File: config.mk
export PLATFORM = sky130hd
export DESIGN_NAME = akv_ctrl
export DESIGN_NICKNAME = d
export VERILOG_FILES = /design/src/rtl/core/akv_pkg.sv /design/src/rtl/core/akv_ctrl.sv
export SDC_FILE = /design/constraint.sdc
export NUM_CORES = 1
export LEC_CHECK = 0
export ABC_CLOCK_PERIOD_IN_PS = 3600
export BUFFER_PORTS_ARGS = -buffer_cell sky130_fd_sc_hd__buf_2
export CAP_MARGIN = 20
export CORE_AREA = 2 2 39 41
export CTS_CLUSTER_DIAMETER = 50
export CTS_CLUSTER_SIZE = 12
export DETAILED_ROUTE_END_ITERATION = 16
export DIE_AREA = 0 0 41 43
export MAX_ROUTING_LAYER = met4
export PLACE_DENSITY_LB_ADDON = 0.08
export SYNTH_ARGS = -nofsm -noshare
export SYNTH_HDL_FRONTEND = slang
export SYNTH_SLANG_ARGS = --single-unit
File: constraint.sdc
create_clock -name clk_i -period 3.6 [get_ports clk_i]
set_input_delay 0.54 -clock clk_i [delete_from_list [all_inputs] [get_ports clk_i]]
set_output_delay 0.54 -clock clk_i [all_outputs]
set_load 0.05 [all_outputs]
File: src/rtl/core/akv_pkg.sv
// shared constants, types and control structs of the key/value map
`timescale 1ns / 1ps
`default_nettype none
package akv_pkg;

  // table geometry
  localparam int unsigned Capacity  = 1024;
  localparam int unsigned KeyBits   = 32;
  localparam int unsigned ValueBits = 32;
  localparam int unsigned IdxW      = $clog2(Capacity);
  localparam int unsigned CntW      = $clog2(Capacity + 1);

  typedef logic [IdxW-1:0]      idx_t;
  typedef logic [CntW-1:0]      cnt_t;
  typedef logic [KeyBits-1:0]   key_t;
  typedef logic [ValueBits-1:0] value_t;

  // command codes
  typedef enum logic [2:0] {
    CMD_READ  = 3'd0,
    CMD_WRITE = 3'd1,
    CMD_PEEK  = 3'd2,
    CMD_ERASE = 3'd3,
    CMD_CLEAR = 3'd4
  } cmd_e;

  // result status codes
  typedef enum logic [1:0] {
    ST_OK        = 2'd0,
    ST_NOT_FOUND = 2'd1,
    ST_FULL      = 2'd2
  } status_e;

  // controller states
  typedef enum logic [2:0] {
    S_IDLE,
    S_SCAN,
    S_RD_SLOT,
    S_CAPTURE,
    S_RD_LAST,
    S_MOVE,
    S_RESP
  } state_e;

  // commands from controller to datapath
  typedef struct packed {
    logic latch;
    logic scan;
    logic rd_slot;
    logic rd_last;
    logic capture;
    logic write_hit;
    logic move;
    logic insert;
    logic clear;
    logic set_full;
    logic set_nf;
  } ctrl_t;

  // status from datapath to controller
  typedef struct packed {
    logic [2:0] cmd;
    logic       hit;
    logic       miss;
    logic       full;
  } stat_t;

endpackage
`default_nettype wire

File: src/rtl/core/akv_ctrl.sv
// command sequencer of the key/value map
`timescale 1ns / 1ps
`default_nettype none
module akv_ctrl (
  input  wire logic           clk_i,
  input  wire logic           rst_ni,
  input  wire logic           start_i,
  output logic                busy_o,
  output logic                done_o,
  input  wire akv_pkg::stat_t stat_i,
  output akv_pkg::ctrl_t      ctrl_o
);

  akv_pkg::state_e state_q, state_d;

  // state register
  always_ff @(posedge clk_i or negedge rst_ni) begin
    if (!rst_ni) begin
      state_q <= akv_pkg::S_IDLE;
    end else begin
      state_q <= state_d;
    end
  end

  // next state and datapath commands
  always_comb begin
    state_d = state_q;
    ctrl_o  = '0;
    busy_o  = 1'b1;
    done_o  = 1'b0;
    unique case (state_q)
      akv_pkg::S_IDLE: begin
        busy_o = 1'b0;
        if (start_i) begin
          ctrl_o.latch = 1'b1;
          state_d      = akv_pkg::S_SCAN;
        end
      end
      akv_pkg::S_SCAN: begin
        unique case (stat_i.cmd)
          akv_pkg::CMD_READ, akv_pkg::CMD_WRITE: begin
            ctrl_o.scan = 1'b1;
            if (stat_i.hit) begin
              state_d = akv_pkg::S_RD_SLOT;
            end else if (stat_i.miss) begin
              if (stat_i.full) begin
                ctrl_o.set_full = 1'b1;
              end else begin
                ctrl_o.insert = 1'b1;
              end
              state_d = akv_pkg::S_RESP;
            end
          end
          akv_pkg::CMD_PEEK: begin
            ctrl_o.scan = 1'b1;
            if (stat_i.hit) begin
              state_d = akv_pkg::S_RD_SLOT;
            end else if (stat_i.miss) begin
              state_d = akv_pkg::S_RESP;
            end
          end
          akv_pkg::CMD_ERASE: begin
            ctrl_o.scan = 1'b1;
            if (stat_i.hit) begin
              state_d = akv_pkg::S_RD_SLOT;
            end else if (stat_i.miss) begin
              ctrl_o.set_nf = 1'b1;
              state_d       = akv_pkg::S_RESP;
            end
          end
          akv_pkg::CMD_CLEAR: begin
            ctrl_o.clear = 1'b1;
            state_d      = akv_pkg::S_RESP;
          end
          default: begin
            state_d = akv_pkg::S_RESP;
          end
        endcase
      end
      akv_pkg::S_RD_SLOT: begin
        ctrl_o.rd_slot = 1'b1;
        if (stat_i.cmd == akv_pkg::CMD_ERASE) begin
          state_d = akv_pkg::S_RD_LAST;
        end else begin
          state_d = akv_pkg::S_CAPTURE;
        end
      end
      akv_pkg::S_CAPTURE: begin
        ctrl_o.capture   = 1'b1;
        ctrl_o.write_hit = (stat_i.cmd == akv_pkg::CMD_WRITE);
        state_d          = akv_pkg::S_RESP;
      end
      akv_pkg::S_RD_LAST: begin
        ctrl_o.capture = 1'b1;
        ctrl_o.rd_last = 1'b1;
        state_d        = akv_pkg::S_MOVE;
      end
      akv_pkg::S_MOVE: begin
        ctrl_o.move = 1'b1;
        state_d     = akv_pkg::S_RESP;
      end
      akv_pkg::S_RESP: begin
        done_o  = 1'b1;
        state_d = akv_pkg::S_IDLE;
      end
      default: begin
        state_d = akv_pkg::S_IDLE;
      end
    endcase
  end

endmodule
`default_nettype wire

==> impl_metrics.toml, run 1 <==
[drt]
drc = 0
vias = 369
drt-total-wl_um = 829
drt-initial-drc-count = 0
ant_nets = 0
vias_per_cell = 4.73
wl_per_cell_um = 10.6
drtPass1Iterations = 1

[place]
gp_congestion = 0.662
port_buffers = 21
place_inst = 74

[final_layout]
most-common-layout-cells = "21 x buf_2, 6 x nor2_1"
antenna_cells = 0
final_cells = 78
nets = 72
top_regs = "state_q (3)"
drive_gt1_share_pct = 53.2
top_register = "state_q"
final_common_cell = "buf_2"
nFillCells = 155
syn_to_final_growth_pct = 38.5
largest_reg_flops = 3

[sta]
final.setup.tns_ns = 0
rsz0062_at_grt = "false"
fmax_mhz = 469
finalCriticalPeriod_ns = 2.13
hold_viol_final = 0
fin_crit_sh_pct = 59.2
clock-skew-final_ns = 0.00248
worst_slew_pin_slew_ns = 0.395
relSlewSlack_pct = 73.7
slew_violations = 0
setup_viol = 0

[cts]
cts_tree = "done"
cts_setup_buffers = 0
htreeDepth = 1
cts.hold.buffers_added = 0
clk_latency_ns = 0.23
numCtsBuffers = 3
ctsResizeCount = 0
cts_buffer_depth = 2
cts_sinks = 3
clkTransAtPathRegs_ns = 0.04
root_buffer = "clkbuf_4"

[setup_path]
critical_path_buf_inv_count = 1
cp-start-kind = "flop"
rr_endpoint = "state_q[0]"
max_stage_delay_ns = 0.51
cp_slowest_cell = "dfrtp_1"
crit_chain = "nor3b_4 -> nand2_1 -> nor4_2 -> buf_2"
r2r_slack_ns = 2.47
r2r_cells = 3
timing.rr.start = "state_q[1]"
critPathRequiredTime_ns = 3.06
cp-end-kind = "primary output"
critPathTopFamily = "simple AND/OR/NAND/NOR gates"
crit_type = "reg2out"
critPathArrivalTime_ns = 1.59
path_max_fanout = 12

[status]
outcome = "complete, no violations"

[grt]
gr-total-overflow = 0
grt_pass1_wl_um = 1370
grt_max_degree = 13
grt_pass1_vias = 345
grt.total_usage_pct = 12.4
antenna_found_initial = 0

[floorplan]
die_h_um = 43
io_pins = 22
fp.coreArea_sq_um = 1380
start_util_pct = 24.9
die_w_um = 41
row_count = 14
fp.dieArea_sq_um = 1760

[yosys]
ys_seq_elements = 3
yosysSeqAreaShare_pct = 21.8
synth_warnings = 0
syn_nets = 48
syn_area_per_cell_sq_um = 8.82
syn_area_sq_um = 344
synth_cells = 39
synth_edf_count = 0
ys.flop_type = "dfrtp_1"
yosysUniqueCellTypes = 27
async_flop_share_pct = 100

[power]
ir_drop_v = 0.000216
powerDensity_nw_per_um2 = 942
p_leak_nw = 0.256

[run]
max-cap-violations = 0

[hold_path]
hold_path.class = "in2async"
area by class of cell:
cell class              instances  area (sq um)  share of cell area [%]
clock buffers                   4          26.3                    5.51
flip-flops and latches          3          75.1                    15.7
inverters                       1          3.75                   0.787
well taps                      16          20.0                    4.20
multi-input cells              33           246                    51.7
repair buffers                 21           105                    22.0
synth_stat cells (2+ instances only):
library cell | n | area share, %
nand2_1 | 3 | 3.3
dfrtp_1 | 3 | 22
nor2_1 | 6 | 6.5
o21ai_0 | 2 | 2.9
nor2b_1 | 3 | 5.5
logic make-up (layout without fill, tap and decap cells):
kind of cell           after synthesis  after routing  synth area share (%)
and+or+nand+nor                     26             26                  56.4
AOI/OAI and AO/OA                    6              6                  12.4
DFF                                  3              3                  21.8
buffers and inverters                3             26                  6.54
muxes                                1              1                  2.91
power by group:
group          leakage [nW]  internal, mW  switching [mW]
clock                0.0150        0.0416          0.0179
combinational         0.205        0.0920           0.194
sequential           0.0362        0.0512          0.0526
how the worst max path moves through the flow:
stage | from | end | slack, ns | depth (start not counted)
final | state_q[1] | ctrl_o[3] | 1.47 | 4
after global routing | state_q[1] | ctrl_o[3] | 1.27 | 4
after CTS | state_q[1] | ctrl_o[3] | 1.43 | 4
after detailed placement | stat_i[1] | ctrl_o[3] | 1.70 | 5
after global placement | stat_i[2] | ctrl_o[3] | 1.68 | 5
after floorplan | stat_i[1] | ctrl_o[3] | 1.41 | 3
through the flow:
step                cell area, sq um  power [mW]  utilization [%]  setup WS, ns  hold slack, ns
floorplan                        344       0.348                -          1.41           0.244
global placement                 450       0.396             32.5          1.68           0.338
detailed placement               450       0.392             32.5          1.70           0.337
CTS                              477       0.457             34.4          1.43          0.0828
global route                     477       0.483             34.4          1.27          0.0870
finish                           477       0.449             34.4          1.47          0.0920
metal layers:
layer | share of wire, % | global-route usage [%]
met3 | 6.4 | 0
met4 | 2.3 | 14.0
met1 | 43 | 15.1
met2 | 48 | 16.6
met5 | 0 | -
Power figures use the tool's default switching activity.
==> run 2: changes to the inputs <==
--- a/config.mk
+++ b/config.mk
@@ -5,7 +5,7 @@
 export SDC_FILE = /design/constraint.sdc
 export NUM_CORES = 1
 export LEC_CHECK = 0
-export ABC_CLOCK_PERIOD_IN_PS = 3600
+export ABC_CLOCK_PERIOD_IN_PS = 2200
 export BUFFER_PORTS_ARGS = -buffer_cell sky130_fd_sc_hd__buf_2
 export CAP_MARGIN = 20
 export CORE_AREA = 2 2 39 41
==> constraint.sdc (replaced) <==
create_clock -name clk_i -period 2.2 [get_ports clk_i]
set_input_delay 0.33 -clock clk_i [delete_from_list [all_inputs] [get_ports clk_i]]
set_output_delay 0.33 -clock clk_i [all_outputs]
set_load 0.05 [all_outputs]
==> run 2 against run 1 <==
Combinational power rose by 64%; cell count rose by 1.3%; critical endpoint unchanged; critical path depth did not move; largest power group unchanged; clock skew rose by 0.0023 ns; via count fell by 3.5%; clock power rose by 65%; worst hold slack improved by 0.26 ns; global-route usage rose by 0.19 points; power rose by 65%; first-iteration DRC count rose by 4; utilization rose by 0.72 points; sequential share of layout area fell by 0.32 points.
==> impl_metrics.toml, run 2 (same netlist as run 1, synthesis figures left out) <==
[power]
p_clk_share_pct = 13.2
sequentialPowerShare_pct = 23.4
powerDensity_nw_per_um2 = 1520
p_leak_nw = 0.260
cellInternalPower_mw = 0.304
ir_drop_v = 0.000404
power_frac_comb_pct = 63.4
p_sw_mw = 0.438
switching_share_pct = 59.1

[floorplan]
io_pins = 22
die_w_um = 41
fp.coreArea_sq_um = 1380
die_h_um = 43
row_count = 14
start_util_pct = 24.9
fp.dieArea_sq_um = 1760

[grt]
grt_max_degree = 13
gr-total-overflow = 0
grt_pass1_wl_um = 1410
antenna_found_initial = 0
grt.total_usage_pct = 12.6
grt_pass1_vias = 360

[status]
outcome = "complete, no violations"

[final_layout]
largest_reg_flops = 3
nFillCells = 147
multi_input_area_sq_um = 246
antenna_cells = 0
syn_to_final_growth_pct = 41.5
top_register = "state_q"
nets = 73
most-common-layout-cells = "21 x buf_2, 6 x nor2_1"
drive_gt1_share_pct = 52.4
final_common_cell = "buf_2"
register_area_sq_um = 75.1
top_regs = "state_q (3)"

[cts]
ctsResizeCount = 0
clkTransAtPathRegs_ns = 0.04
cts_tree = "done"
root_buffer = "clkbuf_4"
cts_sinks = 3
htreeDepth = 1
numCtsBuffers = 3
clk_latency_ns = 0.24
cts_buffer_depth = 2

[setup_path]
cp-start-kind = "flop"
path_max_fanout = 12
critPathRequiredTime_ns = 1.87
crit_type = "reg2out"
cp-end-kind = "primary output"
critPathArrivalTime_ns = 1.61

[sta]
fmax_mhz = 516
worst_slew_pin_slew_ns = 0.412
relSlewSlack_pct = 72.5
finalCriticalPeriod_ns = 1.94
setup_ws_ns = 0.263
setup_viol = 0
final.setup.tns_ns = 0
slew_violations = 0
rsz0062_at_grt = "false"
clock-skew-final_ns = 0.00479
fin_crit_sh_pct = 88.0
hold_viol_final = 0

[run]
max-cap-violations = 0

[place]
port_buffers = 21
place_ws_ns = 0.490
dp_hpwl_um = 681
gp_congestion = 0.633

[drt]
vias = 356
ant_nets = 0
wl_per_cell_um = 11.6
drt-total-wl_um = 915
drc = 0
vias_per_cell = 4.51
drtPass1Iterations = 2
drt-initial-drc-count = 4

[hold_path]
hold_path.class = "in2reg"
[run 2: critical path: stages, from the launching register on]
cell,delay (ns)
dfrtp_1,0.51
nor3b_4,0.31
nand2_1,0.12
nor4_2,0.13
buf_2,0.29
[run 2: per-layer routing]
| layer | GRT usage, % | wire length [um] | up-vias | part of all wire, % |
|---|---|---|---|---|
| met1 | 15.1 | 426 | 153 | 47 |
| met2 | 18.1 | 444 | 15 | 49 |
| met3 | 0 | 44 | 0 | 4.8 |
| li1 | - | - | 188 | - |
| met4 | 12.0 | 0 | 0 | 0 |
| met5 | - | 0 | - | 0 |
[run 2: final cells by class]
type | count | share of cell area, %
sequential | 3 | 15.4
tap | 16 | 4.11
inverter | 1 | 0.771
multi-input combinational | 33 | 50.6
clock buffer | 4 | 5.40
timing repair buffer | 22 | 23.7
[run 2: worst paths after layout]
path / slack (ns) / start / endpoint / depth (start not counted)
max: 0.26 / state_q[1] / ctrl_o[3] / 4
min: 0.35 / start_i / state_q[0] / 3
max reg2reg: 1.05 / state_q[1] / state_q[0] / 3
min reg2reg: 0.74 / state_q[0] / state_q[1] / 2
max in group asynchronous: 1.67 / rst_ni / state_q[2] / 2
min in group asynchronous: 0.42 / rst_ni / state_q[1] / 2
[run 2: what timing repair did]
item / CTS / global route
hold buffers: 1 / 0
endpoints found under the hold margin: 3 / 0
setup endpoints to repair: 0 / 0
setup buffers: 0 / 0
[run 2: power by group through the flow]
stage / logic [mW] / clock network [mW] / registers [mW]
5_1_grt: 0.507 / 0.107 / 0.188
3_3_place_gp: 0.475 / 0 / 0.174
3_5_place_dp: 0.473 / 0 / 0.178
2_1_floorplan: 0.448 / 0 / 0.121
6_report: 0.470 / 0.0980 / 0.174
4_1_cts: 0.476 / 0.103 / 0.177
[run 2: through the flow]
stage | hold slack (ns) | power, mW | area [sq um] | utilization [%] | instances
after CTS | 0.346 | 0.756 | 487 | 35.2 | 79
after floorplan | 0.0344 | 0.570 | 344 | - | 39
after detailed placement | 0.126 | 0.651 | 450 | 32.5 | 74
after global placement | 0.129 | 0.649 | 450 | 32.5 | 74
final | 0.350 | 0.742 | 487 | 35.2 | 79
after global routing | 0.364 | 0.802 | 487 | 35.2 | 79
==> run 3: changes to the inputs <==
--- a/config.mk
+++ b/config.mk
@@ -8,11 +8,13 @@
 export ABC_CLOCK_PERIOD_IN_PS = 2200
 export BUFFER_PORTS_ARGS = -buffer_cell sky130_fd_sc_hd__buf_2
 export CAP_MARGIN = 20
-export CORE_AREA = 2 2 39 41
+export CELL_PAD_IN_SITES_DETAIL_PLACEMENT = 1
+export CELL_PAD_IN_SITES_GLOBAL_PLACEMENT = 2
+export CORE_MARGIN = 2
+export CORE_UTILIZATION = 20
 export CTS_CLUSTER_DIAMETER = 50
 export CTS_CLUSTER_SIZE = 12
 export DETAILED_ROUTE_END_ITERATION = 16
-export DIE_AREA = 0 0 41 43
 export MAX_ROUTING_LAYER = met4
 export PLACE_DENSITY_LB_ADDON = 0.08
 export SYNTH_ARGS = -nofsm -noshare
==> run 3 against run 2 <==
Routed wire length decreased by 2.0%; critical path type unchanged; sequential cell count unchanged; clock power increased by 0.7%; combinational power about the same; power decreased by 0.48%.
==> impl_metrics.toml, run 3 (same netlist as run 1, synthesis figures left out) <==
[setup_path]
timing.rr.start = "state_q[1]"
crit_chain = "nor3b_4 -> nand2_1 -> nor4_2 -> buf_2"
path_max_fanout = 12
critPathRequiredTime_ns = 1.87
r2r_cells = 3
cp_slowest_cell = "dfrtp_1"
r2r_slack_ns = 1.05
cp-endpoint = "ctrl_o[3]"
cp-end-kind = "primary output"
cp-start-kind = "flop"
critPathArrivalTime_ns = 1.60
cp-startpoint = "state_q[1]"
critPathTopFamily = "simple AND/OR/NAND/NOR gates"
rr_endpoint = "state_q[0]"
critical_path_depth = 4
crit_type = "reg2out"
max_stage_delay_ns = 0.52
critical_path_buf_inv_count = 1

[final_layout]
antenna_cells = 0
register_area_sq_um = 75.1
final_common_cell = "buf_2"
utilization_pct = 31.2
syn_to_final_growth_pct = 41.5
nFillCells = 195
top_regs = "state_q (3)"
nets = 73
top_register = "state_q"
drive_gt1_share_pct = 52.4
multi_input_area_sq_um = 246
largest_reg_flops = 3
most-common-layout-cells = "21 x buf_2, 6 x nor2_1"

[grt]
grt_pass1_wl_um = 1500
grtUsageMet3_pct = 3.57
grt_use_met2_pct = 13.2
antenna_found_initial = 0
gr-total-overflow = 0
met1_usage_pct = 14.4
grt.total_usage_pct = 10.5
grt.busiest_layer = "met1"
grt_max_degree = 13
grt_pass1_vias = 325

[cts]
root_buffer = "clkbuf_4"
cts_tree = "done"
cts_buffer_depth = 2
numCtsBuffers = 3
htreeDepth = 1
cts_setup_buffers = 0
clkTransAtPathRegs_ns = 0.03
ctsResizeCount = 0
clk_latency_ns = 0.24
cts_sinks = 3

[hold_path]
hold_path.class = "in2reg"

[sta]
relSlewSlack_pct = 72.1
hold_ws_ns = 0.342
final.setup.tns_ns = 0
fmax_mhz = 519
hold_viol_final = 0
finalCriticalPeriod_ns = 1.93
fin_crit_sh_pct = 87.6
clock-skew-final_ns = 0.00442
slew_violations = 0
rsz0062_at_grt = "false"
setup_viol = 0
worst_slew_pin_slew_ns = 0.418

[status]
outcome = "complete, no violations"

[power]
p_clk_share_pct = 13.4
powerDensity_nw_per_um2 = 1520
ir_drop_v = 0.000469
p_sw_mw = 0.435
power_frac_comb_pct = 63.5
p_leak_nw = 0.260
sequentialPowerShare_pct = 23.1
cellInternalPower_mw = 0.304
switching_share_pct = 58.9

[floorplan]
fp.coreArea_sq_um = 1560
die_w_um = 45.5
fp.dieArea_sq_um = 2070
start_util_pct = 22.1
row_count = 14
io_pins = 22
die_h_um = 45.5

[drt]
vias = 371
drtPass1Iterations = 3
drt-initial-drc-count = 1
drt-total-wl_um = 897
ant_nets = 0
vias_per_cell = 4.70
wl_per_cell_um = 11.4
drc = 0

[place]
gp_congestion = 0.673
dp_hpwl_um = 703
port_buffers = 21

[run]
max-cap-violations = 0
==> run 3: worst min path at each step <==
| stage | from | to | slack [ns] | cells after the start |
|---|---|---|---|---|
| floorplan | rst_ni | state_q[0] | 0.03 | 0 |
| global placement | rst_ni | state_q[0] | 0.13 | 1 |
| detailed placement | rst_ni | state_q[2] | 0.13 | 1 |
| CTS | start_i | state_q[0] | 0.33 | 3 |
| global route | start_i | state_q[0] | 0.34 | 3 |
| finish | start_i | state_q[0] | 0.34 | 3 |
==> run 3: stage by stage <==
| stage | total power, mW | area (sq um) | std cells | worst slack [ns] |
|---|---|---|---|---|
| floorplan | 0.570 | 344 | 39 | 0.247 |
| CTS | 0.755 | 487 | 79 | 0.230 |
| global route | 0.791 | 487 | 79 | 0.140 |
| finish | 0.738 | 487 | 79 | 0.273 |
| detailed placement | 0.648 | 450 | 74 | 0.493 |
| global placement | 0.649 | 450 | 74 | 0.518 |
==> run 3: power groups by stage <==
stage               Combinational, mW  Clock (mW)  Sequential, mW
global placement                0.476           0           0.172
floorplan                       0.448           0           0.121
detailed placement              0.472           0           0.176
finish                          0.469      0.0987           0.171
global route                    0.494       0.114           0.183
CTS                             0.476       0.105           0.175
==> run 3: timing repair <==
action	in CTS	in global routing
endpoints found under the setup margin	0	0
hold endpoints to repair	3	0
hold buffers	1	0
==> run 3: cell type report <==
class | count | area share [%]
Sequential cell | 3 | 15.4
Timing Repair Buffer | 22 | 23.7
Multi-Input combinational cell | 33 | 50.6
Tap cell | 16 | 4.11
Inverter | 1 | 0.771
Clock buffer | 4 | 5.40
==> run 3: routing by layer <==
layer | part of all wire (%) | vias to the layer above
li1 | - | 188
met1 | 47 | 169
met2 | 44 | 12
met3 | 6.4 | 2
met4 | 2.1 | 0
met5 | 0 | -
==> run 3: worst min-delay path: cells and delay by family <==
family,cells,cell delay [ns]
compound gates,1,0.07
buf+inv,1,0.09
simple gates,1,0.06
